### src/design/rau_pkg.sv
// rau_pkg: shared types and constants of the rational arithmetic unit
// no dependencies; imported by the interfaces, rational_arith_unit and its bench
package rau_pkg;

   localparam int CMD_WIDTH = 3;
   localparam int NUM_WIDTH = 34;
   localparam int DEN_WIDTH = 33;

   typedef logic [CMD_WIDTH-1:0] cmd_type;
   typedef logic [NUM_WIDTH-1:0] res_num_type;
   typedef logic [DEN_WIDTH-1:0] res_den_type;

   // operation codes; unused codes behave as negate
   localparam cmd_type CMD_ADD = 3'd0;
   localparam cmd_type CMD_SUB = 3'd1;
   localparam cmd_type CMD_MUL = 3'd2;
   localparam cmd_type CMD_DIV = 3'd3;
   localparam cmd_type CMD_NEG = 3'd4;

endpackage

### src/design/rau_req_if.sv
// rau_req_if: request channel of the rational arithmetic unit
// depends on rau_pkg for the command type
interface rau_req_if #(parameter int OPERAND_WIDTH = 16);
   import rau_pkg::*;

   logic                            valid;
   logic                            ready;
   cmd_type                         cmd;
   logic signed [OPERAND_WIDTH-1:0] a_num;
   logic signed [OPERAND_WIDTH-1:0] a_den;
   logic signed [OPERAND_WIDTH-1:0] b_num;
   logic signed [OPERAND_WIDTH-1:0] b_den;

   modport source (output valid, cmd, a_num, a_den, b_num, b_den, input ready);
   modport sink   (input valid, cmd, a_num, a_den, b_num, b_den, output ready);
endinterface

### src/design/rau_rsp_if.sv
// rau_rsp_if: response channel of the rational arithmetic unit
// depends on rau_pkg for the result widths
interface rau_rsp_if;
   import rau_pkg::*;

   logic               valid;
   logic               ready;
   logic signed [NUM_WIDTH-1:0] res_num;
   res_den_type        res_den;
   logic               zero_den;

   modport source (output valid, res_num, res_den, zero_den, input ready);
   modport sink   (input valid, res_num, res_den, zero_den, output ready);
endinterface

### src/design/rau_gcd.sv
// rau_gcd: iterative binary gcd, one shift or subtract step per cycle
// both operands must be nonzero at start; no package dependencies
module rau_gcd #(parameter int WIDTH = 32) (
   input  logic             clock,
   input  logic             reset,
   input  logic             start,
   input  logic [WIDTH-1:0] u_start,
   input  logic [WIDTH-1:0] v_start,
   output logic             done,
   output logic [WIDTH-1:0] gcd
);
   localparam int KW = $clog2(WIDTH);

   localparam logic [2:0] PH_IDLE = 3'd0;
   localparam logic [2:0] PH_TWO  = 3'd1;
   localparam logic [2:0] PH_ODDU = 3'd2;
   localparam logic [2:0] PH_LOOP = 3'd3;
   localparam logic [2:0] PH_DONE = 3'd4;

   logic [2:0]       phase_ff, phase_in;
   logic [WIDTH-1:0] u_ff, u_in;
   logic [WIDTH-1:0] v_ff, v_in;
   logic [KW-1:0]    k_ff, k_in;
   logic [WIDTH:0]   diff;
   logic             u_gt_v;

   // shared subtractor: borrow tells the compare
   assign diff   = {1'b0, u_ff} - {1'b0, v_ff};
   assign u_gt_v = !diff[WIDTH] && (diff[WIDTH-1:0] != '0);

   always_comb begin
      phase_in = phase_ff;
      u_in     = u_ff;
      v_in     = v_ff;
      k_in     = k_ff;
      case (phase_ff)
         PH_IDLE: begin
            if (start) begin
               u_in     = u_start;
               v_in     = v_start;
               k_in     = '0;
               phase_in = PH_TWO;
            end
         end
         PH_TWO: begin
            if (!(u_ff[0] | v_ff[0])) begin
               u_in = u_ff >> 1;
               v_in = v_ff >> 1;
               k_in = k_ff + KW'(1);
            end else begin
               phase_in = PH_ODDU;
            end
         end
         PH_ODDU: begin
            if (!u_ff[0]) begin
               u_in = u_ff >> 1;
            end else begin
               phase_in = PH_LOOP;
            end
         end
         PH_LOOP: begin
            if (v_ff == '0) begin
               phase_in = PH_DONE;
            end else if (!v_ff[0]) begin
               v_in = v_ff >> 1;
            end else if (u_gt_v) begin
               // swap then subtract
               u_in = v_ff;
               v_in = diff[WIDTH-1:0];
            end else begin
               v_in = WIDTH'(-diff[WIDTH-1:0]);
            end
         end
         PH_DONE: begin
            phase_in = PH_IDLE;
         end
         default: begin
            phase_in = PH_IDLE;
         end
      endcase
   end

   always_ff @(posedge clock) begin
      if (reset) begin
         phase_ff <= PH_IDLE;
      end else begin
         phase_ff <= phase_in;
      end
      u_ff <= u_in;
      v_ff <= v_in;
      k_ff <= k_in;
   end

   assign done = (phase_ff == PH_DONE);
   assign gcd  = u_ff << k_ff;
endmodule

### src/design/rau_div.sv
// rau_div: restoring unsigned divider, one quotient bit per cycle
// divisor must be nonzero; no package dependencies
module rau_div #(parameter int WIDTH = 32) (
   input  logic             clock,
   input  logic             reset,
   input  logic             start,
   input  logic [WIDTH-1:0] dividend,
   input  logic [WIDTH-1:0] divisor,
   output logic             done,
   output logic [WIDTH-1:0] quotient
);
   localparam int CW = $clog2(WIDTH);

   logic             busy_ff, busy_in;
   logic             done_ff, done_in;
   logic [CW-1:0]    cnt_ff, cnt_in;
   logic [WIDTH-1:0] rem_ff, rem_in;
   logic [WIDTH-1:0] quot_ff, quot_in;
   logic [WIDTH-1:0] dsr_ff, dsr_in;
   logic [WIDTH:0]   trial;
   logic [WIDTH:0]   diff;

   assign trial = {rem_ff, quot_ff[WIDTH-1]};
   assign diff  = trial - {1'b0, dsr_ff};

   always_comb begin
      busy_in = busy_ff;
      done_in = 1'b0;
      cnt_in  = cnt_ff;
      rem_in  = rem_ff;
      quot_in = quot_ff;
      dsr_in  = dsr_ff;
      if (!busy_ff) begin
         if (start) begin
            busy_in = 1'b1;
            cnt_in  = CW'(WIDTH - 1);
            rem_in  = '0;
            quot_in = dividend;
            dsr_in  = divisor;
         end
      end else begin
         if (!diff[WIDTH]) begin
            rem_in  = diff[WIDTH-1:0];
            quot_in = {quot_ff[WIDTH-2:0], 1'b1};
         end else begin
            rem_in  = trial[WIDTH-1:0];
            quot_in = {quot_ff[WIDTH-2:0], 1'b0};
         end
         cnt_in = cnt_ff - CW'(1);
         if (cnt_ff == '0) begin
            busy_in = 1'b0;
            done_in = 1'b1;
         end
      end
   end

   always_ff @(posedge clock) begin
      if (reset) begin
         busy_ff <= 1'b0;
         done_ff <= 1'b0;
      end else begin
         busy_ff <= busy_in;
         done_ff <= done_in;
      end
      cnt_ff  <= cnt_in;
      rem_ff  <= rem_in;
      quot_ff <= quot_in;
      dsr_ff  <= dsr_in;
   end

   assign done     = done_ff;
   assign quotient = quot_ff;
endmodule

### src/design/rational_arith_unit.sv
// rational_arith_unit: exact add, subtract, multiply, divide and negate of fractions
// depends on rau_pkg, rau_req_if, rau_rsp_if, rau_gcd and rau_div
//
// usage
//  - req_chan carries one command and two fractions a_num/a_den, b_num/b_den
//    (b is ignored for negate); a transfer happens when valid and ready are high
//  - rsp_chan returns one reduced fraction per request: res_num carries the sign,
//    res_den is positive, zero is written as 0/1, a zero denominator gives 0/0
//    with zero_den set
//  - one request is worked on at a time: ready is high only while the sequencer
//    is idle. per request: capture, three products on the shared multiplier,
//    sum, check, then the binary gcd (one step a cycle), then two restoring
//    divisions by the gcd and the load into the output register; a zero or
//    error result skips the gcd and the divisions
//  - the result sits in an output register: the next request is taken while it
//    waits; if the receiver stalls with a result still held, the finished
//    result waits in the sequencer until the register frees
//  - reset (synchronous) returns the sequencer to idle and drops rsp valid
module rational_arith_unit #(
   parameter int OPERAND_WIDTH = 16
) (
   input  logic      clock,
   input  logic      reset,
   rau_req_if.sink   req_chan,
   rau_rsp_if.source rsp_chan
);
   import rau_pkg::*;

   localparam int W  = OPERAND_WIDTH;
   localparam int MW = 2 * OPERAND_WIDTH;              // magnitude of products and sums
   localparam int EW = (MW + 1 > NUM_WIDTH) ? MW + 1 : NUM_WIDTH;

   // sequencer states
   localparam logic [3:0] ST_IDLE   = 4'd0;
   localparam logic [3:0] ST_MUL    = 4'd1;
   localparam logic [3:0] ST_SUM    = 4'd2;
   localparam logic [3:0] ST_CHECK  = 4'd3;
   localparam logic [3:0] ST_GCD    = 4'd4;
   localparam logic [3:0] ST_DIVN   = 4'd5;
   localparam logic [3:0] ST_WAITN  = 4'd6;
   localparam logic [3:0] ST_DIVD   = 4'd7;
   localparam logic [3:0] ST_WAITD  = 4'd8;
   localparam logic [3:0] ST_OUT    = 4'd9;

   localparam logic [1:0] STEP_FIRST = 2'd0;
   localparam logic [1:0] STEP_CROSS = 2'd1;
   localparam logic [1:0] STEP_DEN   = 2'd2;

   logic [3:0]    state_ff, state_in;
   logic [1:0]    step_ff, step_in;
   cmd_type       cmd_ff;

   // operands in sign and magnitude form
   logic [W-1:0]  an_mag_ff, ad_mag_ff, bn_mag_ff, bd_mag_ff;
   logic          an_sgn_ff, ad_sgn_ff, bn_sgn_ff, bd_sgn_ff;

   // products and reduced values
   logic [MW-1:0] t1_mag_ff, t2_mag_ff, d_mag_ff, n_mag_ff;
   logic          t1_sgn_ff, t2_sgn_ff, d_sgn_ff, n_sgn_ff;
   logic [MW-1:0] g_ff, nq_ff, dq_ff;
   logic          err_ff, zero_ff;

   // output register
   logic          rsp_valid_ff;
   res_num_type   res_num_ff, res_num_in;
   res_den_type   res_den_ff, res_den_in;
   logic          zero_den_ff, zero_den_in;

   logic          accept;
   logic          out_load;

   // shared multiplier
   logic [W-1:0]  mul_x, mul_y;
   logic          mul_sx, mul_sy;
   logic [MW-1:0] product;

   // sign-magnitude adder for the numerator
   logic [MW-1:0] sum_mag;
   logic          sum_sgn;

   // unit handshakes
   logic          gcd_start, gcd_done;
   logic [MW-1:0] gcd_val;
   logic          div_start, div_done;
   logic [MW-1:0] div_dividend, div_quot;

   // result formatting
   logic [EW-1:0] num_ext, num_signed, den_ext;

   function automatic logic [W-1:0] mag_of(input logic [W-1:0] v);
      mag_of = v[W-1] ? W'(~v + W'(1)) : v;
   endfunction

   assign accept   = req_chan.valid && req_chan.ready;
   assign out_load = (state_ff == ST_OUT) && (!rsp_valid_ff || rsp_chan.ready);
   assign req_chan.ready = (state_ff == ST_IDLE);

   // operand pairs for the three products, by step and command
   always_comb begin
      mul_x  = an_mag_ff;
      mul_sx = an_sgn_ff;
      mul_y  = bd_mag_ff;
      mul_sy = bd_sgn_ff;
      case (step_ff)
         STEP_FIRST: begin
            mul_x  = an_mag_ff;
            mul_sx = an_sgn_ff;
            if (cmd_ff == CMD_MUL) begin
               mul_y  = bn_mag_ff;
               mul_sy = bn_sgn_ff;
            end else if (cmd_ff inside {CMD_ADD, CMD_SUB, CMD_DIV}) begin
               mul_y  = bd_mag_ff;
               mul_sy = bd_sgn_ff;
            end else begin
               // negate: times minus one
               mul_y  = W'(1);
               mul_sy = 1'b1;
            end
         end
         STEP_CROSS: begin
            mul_x  = ad_mag_ff;
            mul_sx = ad_sgn_ff;
            if (cmd_ff inside {CMD_ADD, CMD_SUB}) begin
               mul_y  = bn_mag_ff;
               mul_sy = bn_sgn_ff ^ (cmd_ff == CMD_SUB);
            end else begin
               mul_y  = '0;
               mul_sy = 1'b0;
            end
         end
         default: begin
            mul_x  = ad_mag_ff;
            mul_sx = ad_sgn_ff;
            if (cmd_ff inside {CMD_ADD, CMD_SUB, CMD_MUL}) begin
               mul_y  = bd_mag_ff;
               mul_sy = bd_sgn_ff;
            end else if (cmd_ff == CMD_DIV) begin
               mul_y  = bn_mag_ff;
               mul_sy = bn_sgn_ff;
            end else begin
               mul_y  = W'(1);
               mul_sy = 1'b0;
            end
         end
      endcase
   end

   assign product = MW'(mul_x) * MW'(mul_y);

   // signed magnitude sum, zero is never negative
   always_comb begin
      if (t1_sgn_ff == t2_sgn_ff) begin
         sum_mag = t1_mag_ff + t2_mag_ff;
         sum_sgn = t1_sgn_ff;
      end else if (t1_mag_ff >= t2_mag_ff) begin
         sum_mag = t1_mag_ff - t2_mag_ff;
         sum_sgn = t1_sgn_ff;
      end else begin
         sum_mag = t2_mag_ff - t1_mag_ff;
         sum_sgn = t2_sgn_ff;
      end
      if (sum_mag == '0) begin
         sum_sgn = 1'b0;
      end
   end

   // sequencer
   always_comb begin
      state_in  = state_ff;
      step_in   = step_ff;
      gcd_start = 1'b0;
      div_start = 1'b0;
      case (state_ff)
         ST_IDLE: begin
            if (accept) begin
               state_in = ST_MUL;
               step_in  = STEP_FIRST;
            end
         end
         ST_MUL: begin
            step_in = step_ff + 2'd1;
            if (step_ff == STEP_DEN) begin
               state_in = ST_SUM;
            end
         end
         ST_SUM: begin
            state_in = ST_CHECK;
         end
         ST_CHECK: begin
            if (d_mag_ff == '0 || n_mag_ff == '0) begin
               state_in = ST_OUT;
            end else begin
               gcd_start = 1'b1;
               state_in  = ST_GCD;
            end
         end
         ST_GCD: begin
            if (gcd_done) begin
               state_in = ST_DIVN;
            end
         end
         ST_DIVN: begin
            div_start = 1'b1;
            state_in  = ST_WAITN;
         end
         ST_WAITN: begin
            if (div_done) begin
               state_in = ST_DIVD;
            end
         end
         ST_DIVD: begin
            div_start = 1'b1;
            state_in  = ST_WAITD;
         end
         ST_WAITD: begin
            if (div_done) begin
               state_in = ST_OUT;
            end
         end
         ST_OUT: begin
            if (out_load) begin
               state_in = ST_IDLE;
            end
         end
         default: begin
            state_in = ST_IDLE;
         end
      endcase
   end

   assign div_dividend = (state_ff == ST_DIVN) ? n_mag_ff : d_mag_ff;

   rau_gcd #(.WIDTH(MW)) u_gcd (
      .clock   (clock),
      .reset   (reset),
      .start   (gcd_start),
      .u_start (n_mag_ff),
      .v_start (d_mag_ff),
      .done    (gcd_done),
      .gcd     (gcd_val)
   );

   rau_div #(.WIDTH(MW)) u_div (
      .clock    (clock),
      .reset    (reset),
      .start    (div_start),
      .dividend (div_dividend),
      .divisor  (g_ff),
      .done     (div_done),
      .quotient (div_quot)
   );

   // result formatting: sign onto the numerator, special cases first
   assign num_ext    = EW'(nq_ff);
   assign num_signed = (n_sgn_ff != d_sgn_ff) ? EW'(-num_ext) : num_ext;
   assign den_ext    = EW'(dq_ff);

   always_comb begin
      if (err_ff) begin
         res_num_in  = '0;
         res_den_in  = '0;
         zero_den_in = 1'b1;
      end else if (zero_ff) begin
         res_num_in  = '0;
         res_den_in  = DEN_WIDTH'(1);
         zero_den_in = 1'b0;
      end else begin
         res_num_in  = num_signed[NUM_WIDTH-1:0];
         res_den_in  = den_ext[DEN_WIDTH-1:0];
         zero_den_in = 1'b0;
      end
   end

   always_ff @(posedge clock) begin
      if (reset) begin
         state_ff     <= ST_IDLE;
         step_ff      <= STEP_FIRST;
         rsp_valid_ff <= 1'b0;
      end else begin
         state_ff <= state_in;
         step_ff  <= step_in;
         if (out_load) begin
            rsp_valid_ff <= 1'b1;
         end else if (rsp_chan.ready) begin
            rsp_valid_ff <= 1'b0;
         end
      end

      // capture operands on the request transfer
      if (accept) begin
         cmd_ff    <= req_chan.cmd;
         an_mag_ff <= mag_of(req_chan.a_num);
         ad_mag_ff <= mag_of(req_chan.a_den);
         bn_mag_ff <= mag_of(req_chan.b_num);
         bd_mag_ff <= mag_of(req_chan.b_den);
         an_sgn_ff <= req_chan.a_num[W-1];
         ad_sgn_ff <= req_chan.a_den[W-1];
         bn_sgn_ff <= req_chan.b_num[W-1];
         bd_sgn_ff <= req_chan.b_den[W-1];
      end

      if (state_ff == ST_MUL) begin
         case (step_ff)
            STEP_FIRST: begin
               t1_mag_ff <= product;
               t1_sgn_ff <= mul_sx ^ mul_sy;
            end
            STEP_CROSS: begin
               t2_mag_ff <= product;
               t2_sgn_ff <= mul_sx ^ mul_sy;
            end
            default: begin
               d_mag_ff <= product;
               d_sgn_ff <= mul_sx ^ mul_sy;
            end
         endcase
      end

      if (state_ff == ST_SUM) begin
         n_mag_ff <= sum_mag;
         n_sgn_ff <= sum_sgn;
      end

      if (state_ff == ST_CHECK) begin
         err_ff  <= (d_mag_ff == '0);
         zero_ff <= (n_mag_ff == '0);
      end

      if (state_ff == ST_GCD && gcd_done) begin
         g_ff <= gcd_val;
      end
      if (state_ff == ST_WAITN && div_done) begin
         nq_ff <= div_quot;
      end
      if (state_ff == ST_WAITD && div_done) begin
         dq_ff <= div_quot;
      end

      if (out_load) begin
         res_num_ff  <= res_num_in;
         res_den_ff  <= res_den_in;
         zero_den_ff <= zero_den_in;
      end
   end

   assign rsp_chan.valid    = rsp_valid_ff;
   assign rsp_chan.res_num  = res_num_ff;
   assign rsp_chan.res_den  = res_den_ff;
   assign rsp_chan.zero_den = zero_den_ff;
endmodule

### src/flat_wrapper.sv
// flat-port wrapper written by rule: the top's interface ports become plain ports
module rational_arith_unit_flat import rau_pkg::*;
#(
   parameter int OPERAND_WIDTH = 16
)
  (clock, reset, req_chan_valid, req_chan_cmd, req_chan_a_num, req_chan_a_den, req_chan_b_num, req_chan_b_den, req_chan_ready, rsp_chan_valid, rsp_chan_res_num, rsp_chan_res_den, rsp_chan_zero_den, rsp_chan_ready);
  rau_req_if #(.OPERAND_WIDTH(OPERAND_WIDTH)) req_chan_i ();
  rau_rsp_if rsp_chan_i ();
  input  logic clock;
  input  logic reset;
  input wire logic [$bits(req_chan_i.valid)-1:0] req_chan_valid;
  input wire logic [$bits(req_chan_i.cmd)-1:0] req_chan_cmd;
  input wire logic [$bits(req_chan_i.a_num)-1:0] req_chan_a_num;
  input wire logic [$bits(req_chan_i.a_den)-1:0] req_chan_a_den;
  input wire logic [$bits(req_chan_i.b_num)-1:0] req_chan_b_num;
  input wire logic [$bits(req_chan_i.b_den)-1:0] req_chan_b_den;
  output wire logic [$bits(req_chan_i.ready)-1:0] req_chan_ready;
  output wire logic [$bits(rsp_chan_i.valid)-1:0] rsp_chan_valid;
  output wire logic [$bits(rsp_chan_i.res_num)-1:0] rsp_chan_res_num;
  output wire logic [$bits(rsp_chan_i.res_den)-1:0] rsp_chan_res_den;
  output wire logic [$bits(rsp_chan_i.zero_den)-1:0] rsp_chan_zero_den;
  input wire logic [$bits(rsp_chan_i.ready)-1:0] rsp_chan_ready;
  assign req_chan_i.valid = req_chan_valid;
  assign req_chan_i.cmd = req_chan_cmd;
  assign req_chan_i.a_num = req_chan_a_num;
  assign req_chan_i.a_den = req_chan_a_den;
  assign req_chan_i.b_num = req_chan_b_num;
  assign req_chan_i.b_den = req_chan_b_den;
  assign req_chan_ready = req_chan_i.ready;
  assign rsp_chan_valid = rsp_chan_i.valid;
  assign rsp_chan_res_num = rsp_chan_i.res_num;
  assign rsp_chan_res_den = rsp_chan_i.res_den;
  assign rsp_chan_zero_den = rsp_chan_i.zero_den;
  assign rsp_chan_i.ready = rsp_chan_ready;
  rational_arith_unit #(.OPERAND_WIDTH(OPERAND_WIDTH)) u_core (.clock(clock), .reset(reset), .req_chan(req_chan_i), .rsp_chan(rsp_chan_i));
endmodule
### config.mk
export PLATFORM = sky130hd
export DESIGN_NAME = rational_arith_unit_flat
export DESIGN_NICKNAME = d
export VERILOG_FILES = /design/src/design/rau_pkg.sv /design/src/design/rau_req_if.sv /design/src/design/rau_rsp_if.sv /design/src/design/rau_gcd.sv /design/src/design/rau_div.sv /design/src/design/rational_arith_unit.sv /design/src/flat_wrapper.sv
export SDC_FILE = /design/constraint.sdc
export NUM_CORES = 2
export LEC_CHECK = 0
export ABC_AREA = 1
export ABC_CLOCK_PERIOD_IN_PS = 14800
export BUFFER_PORTS_ARGS = -buffer_cell sky130_fd_sc_hd__buf_2
export CAP_MARGIN = 20
export CORE_ASPECT_RATIO = 1.4
export CORE_UTILIZATION = 50
export CTS_CLUSTER_SIZE = 14
export DETAILED_ROUTE_END_ITERATION = 6
export PLACE_DENSITY = 0.66
export SYNTH_ARGS = -nofsm -noshare
export SYNTH_HDL_FRONTEND = slang
export SYNTH_SLANG_ARGS = --single-unit
### constraint.sdc
create_clock -name clock -period 14.8 [get_ports clock]
set_input_delay 2.22 -clock clock [delete_from_list [all_inputs] [get_ports clock]]
set_output_delay 2.22 -clock clock [all_outputs]
set_load 0.1 [all_outputs]
==> impl_metrics.sql <==
INSERT INTO impl_metrics (metric_group, metric, value, unit) VALUES
('run_status', 'status', 'complete, no violations', ''),
('synth', 'synth_top_cells_by_area', 'sky130_fd_sc_hd__edfxtp_1 (35%), sky130_fd_sc_hd__nand2_1 (14%), sky130_fd_sc_hd__fa_1 (8.7%), sky130_fd_sc_hd__inv_1 (8.6%), sky130_fd_sc_hd__ha_1 (7.5%)', ''),
('timing', 'timing_hold_violations_final', '0', ''),
('routing', 'totalWireLength', '155000', 'um'),
('synth', 'synth_enable_flop_cells', '538', ''),
('routing', 'drt-pass1-iter-count', '6', ''),
('cells_and_area', 'layout_commonest_cell', 'sky130_fd_sc_hd__nand2_1', ''),
('worst_setup_path', 'worstSetupPathType', 'flip-flop to flip-flop', ''),
('cells_and_area', 'most-common-layout-cells', 'sky130_fd_sc_hd__nand2_1 (1649), sky130_fd_sc_hd__inv_1 (1048), sky130_fd_sc_hd__nor2_1 (563)', ''),
('routing', 'drt_iter0_markers', '3057', ''),
('cells_and_area', 'nNetsFinal', '6571', ''),
('timing', 'grt_setup_unrepaired', 'no', ''),
('synth', 'post-synth-top-area-fraction', '35.3', '%'),
('die', 'die_width', '258', 'um'),
('die', 'die-height', '360', 'um'),
('place', 'place_congestion', '0.983', ''),
('worst_setup_path', 'reg2reg_setup_slack', '6.46', 'ns'),
('routing', 'post-route-drc-count', '0', ''),
('flow_run', 'max_cap_viol', '0', ''),
('worst_setup_path', 'timing.rr.start', 'u_core.step_ff[0]$_SDFFE_PP0P_', ''),
('synth', 'ys_warn_count', '0', ''),
('timing', 'drv_slew', '0', ''),
('timing', 'final.min_clock_period', '8.34', 'ns'),
('cells_and_area', 'drive_gt1_share', '5.78', '%'),
('min_path', 'min_path_cells', '0', ''),
('die', 'fp.coreArea', '90100', 'um2'),
('cts', 'cts.reportedPaths.clkPinSlew', '0.06', 'ns'),
('worst_setup_path', 'worst_path_most_repeated_cell', 'sky130_fd_sc_hd__inv_1', ''),
('synth', 'synth_async_sr_flop_share', '0', '%'),
('timing', 'max-slew-margin-rel', '14.9', '%'),
('routing', 'routed_via_density', '5.50', ''),
('worst_setup_path', 'arrival_worst_endpoint', '8.69', 'ns'),
('synth', 'synth-main-ff-cell', 'sky130_fd_sc_hd__edfxtp_1', ''),
('cts', 'cts_repair_resize_count', '0', ''),
('timing', 'setup_total_negative_slack', '0', 'ns'),
('synth', 'synth_largest_area_cell', 'sky130_fd_sc_hd__edfxtp_1', ''),
('cts', 'ctsHtreeMaxLevel', '2', ''),
('min_path', 'holdCritPathClass', 'flip-flop to flip-flop', ''),
('die', 'dieArea', '92700', 'um2'),
('die', 'floorplan.rows', '130', ''),
('routing', 'drt.antenna.violating_nets', '0', ''),
('worst_setup_path', 'type_of_element_launching_the_critical_path', 'flip-flop', ''),
('cts', 'cts_tree', 'done', ''),
('cts', 'cts-root-buf', 'sky130_fd_sc_hd__clkbuf_16', ''),
('cts', 'cts_made_buffers', '55', ''),
('timing', 'setup_violations_final', '0', ''),
('timing', 'timing.final.crit_share', '56.4', '%'),
('worst_setup_path', 'cp.required', '15.15', 'ns'),
('timing', 'worst_slew_pin_slew', '1.27', 'ns'),
('cts', 'post_cts_hold_buffer_count', '0', ''),
('cells_and_area', 'post_synthesis_to_final_layout_area_growth', '8.14', '%'),
('global_routing', 'number_of_global_route_vias_before_repair', '39520', ''),
('synth', 'syn_inst', '5942', ''),
('synth', 'synth_area', '45700', 'um2'),
('worst_setup_path', 'cpPeakStageDelay', '0.80', 'ns'),
('min_path', 'min_to', 'u_core.u_div.dsr_ff[0]$_DFFE_PP_', ''),
('global_routing', 'grt_first_pass_wirelength', '231000', 'um'),
('synth', 'post_synth.cell_area_avg', '7.69', 'um2'),
('routing', 'routed-via-count', '39904', ''),
('global_routing', 'initial_antenna_violation_count', '11', ''),
('worst_setup_path', 'critPathCaptureType', 'flip-flop', ''),
('synth', 'synth.yosys.seq_area_share', '35.9', '%'),
('global_routing', 'grt.total_usage', '33.0', '%'),
('worst_setup_path', 'critical_path.slowest_cell', 'sky130_fd_sc_hd__nor2_1', ''),
('timing', 'fin_skew', '0.0605', 'ns'),
('synth', 'yosysUniqueCellTypes', '54', ''),
('global_routing', 'grt_start_max_net_pins', '73', ''),
('place', 'hpwlAfterDp', '126000', 'um'),
('cts', 'cts.sink_count', '550', ''),
('place', 'io_buffer_count', '139', ''),
('routing', 'wl_per_cell', '21.3', 'um');
-- layout make-up --
| type | instances | area, um2 |
|---|---|---|
| fillers | 8811 | 40700 |
| multi-input cells | 4152 | 24600 |
| flip-flops and latches | 550 | 16400 |
| inverters | 1072 | 4020 |
| well taps | 1188 | 1490 |
| clock buffers | 71 | 1460 |
| repair buffers | 196 | 1140 |
| clock inverters | 28 | 319 |
| diodes | 2 | 5.00 |
-- how the worst max path moves through the flow --
stage          cells past startpoint                      startpoint                                        to  slack, ns
2_1_floorplan                      2                  rsp_chan_ready  u_core.rsp_chan.res_den[0]$_SDFFCE_PP0P_       5.53
3_3_place_gp                      31  u_core.step_ff[0]$_SDFFE_PP0P_             u_core.d_mag_ff[27]$_DFFE_PP_       6.70
3_5_place_dp                      31  u_core.step_ff[0]$_SDFFE_PP0P_            u_core.t2_mag_ff[26]$_DFFE_PP_       6.57
4_1_cts                           31  u_core.step_ff[0]$_SDFFE_PP0P_            u_core.t2_mag_ff[26]$_DFFE_PP_       6.47
5_1_grt                           31  u_core.step_ff[0]$_SDFFE_PP0P_            u_core.t2_mag_ff[26]$_DFFE_PP_       5.92
6_report                          31  u_core.step_ff[0]$_SDFFE_PP0P_            u_core.t2_mag_ff[26]$_DFFE_PP_       6.46
-- metal layers --
| layer | wire [um] | track usage, % | up-vias |
|---|---|---|---|
| met5 | 26 | 0 | - |
| met4 | 12400 | 22.6 | 4 |
| met3 | 8020 | 4.10 | 499 |
| met2 | 79600 | 61.3 | 1442 |
| met1 | 54700 | 34.2 | 18713 |
| li1 | - | - | 19246 |
-- worst max-delay path, delay by kind of cell (launching register included) --
family,cells,cell delay (ns)
and+or+nand+nor,9,1.81
DFF,1,0.32
buffers and inverters,10,1.31
AOI/OAI and AO/OA,4,0.98
adders and majority gates,8,3.59
-- Yosys cell counts (10+ instances only) --
cell	count
sky130_fd_sc_hd__a21o_1	10
sky130_fd_sc_hd__a21oi_1	299
sky130_fd_sc_hd__a221o_1	16
sky130_fd_sc_hd__a221oi_1	31
sky130_fd_sc_hd__a31oi_1	48
sky130_fd_sc_hd__buf_2	29
sky130_fd_sc_hd__buf_4	11
sky130_fd_sc_hd__clkbuf_1	114
sky130_fd_sc_hd__clkinv_1	15
sky130_fd_sc_hd__dfxtp_1	12
sky130_fd_sc_hd__edfxtp_1	538
sky130_fd_sc_hd__fa_1	199
sky130_fd_sc_hd__ha_1	274
sky130_fd_sc_hd__inv_1	1049
sky130_fd_sc_hd__mux2i_1	10
sky130_fd_sc_hd__nand2_1	1651
sky130_fd_sc_hd__nand2_2	12
sky130_fd_sc_hd__nand3_1	274
sky130_fd_sc_hd__nand3b_1	10
sky130_fd_sc_hd__nand4_1	49
sky130_fd_sc_hd__nor2_1	571
sky130_fd_sc_hd__nor2_2	11
sky130_fd_sc_hd__nor3_1	70
sky130_fd_sc_hd__nor4_1	30
sky130_fd_sc_hd__o211ai_1	15
sky130_fd_sc_hd__o21ai_0	249
sky130_fd_sc_hd__o21ai_1	14
sky130_fd_sc_hd__o21bai_1	18
sky130_fd_sc_hd__o221ai_1	17
sky130_fd_sc_hd__o22ai_1	24
sky130_fd_sc_hd__or2_2	14
sky130_fd_sc_hd__xnor2_1	56
sky130_fd_sc_hd__xor2_1	109
-- kinds of logic after synthesis --
family	synth area share [%]
compound gates	9.88
xor+xnor	3.16
fa+ha+maj	16.2
buf+inv	10.4
flops	35.9
mux	0.219
other cells	0.00820
simple gates	24.2
-- metrics by stage --
step           setup WS [ns]  area [um2]  std cells  util, %  hold slack [ns]
2_1_floorplan           5.53       45700       5942        -            0.400
3_3_place_gp            6.70       47600       7154     52.8            0.401
4_1_cts                 6.47       49400       7256     54.8            0.412
5_1_grt                 5.92       49400       7257     54.9            0.420
3_5_place_dp            6.57       47600       7157     52.9            0.405
6_report                6.46       49400       7259     54.9            0.413
Power is not shown: default switching activity piles up to over one toggle a cycle in this logic, so the estimate is an artifact.
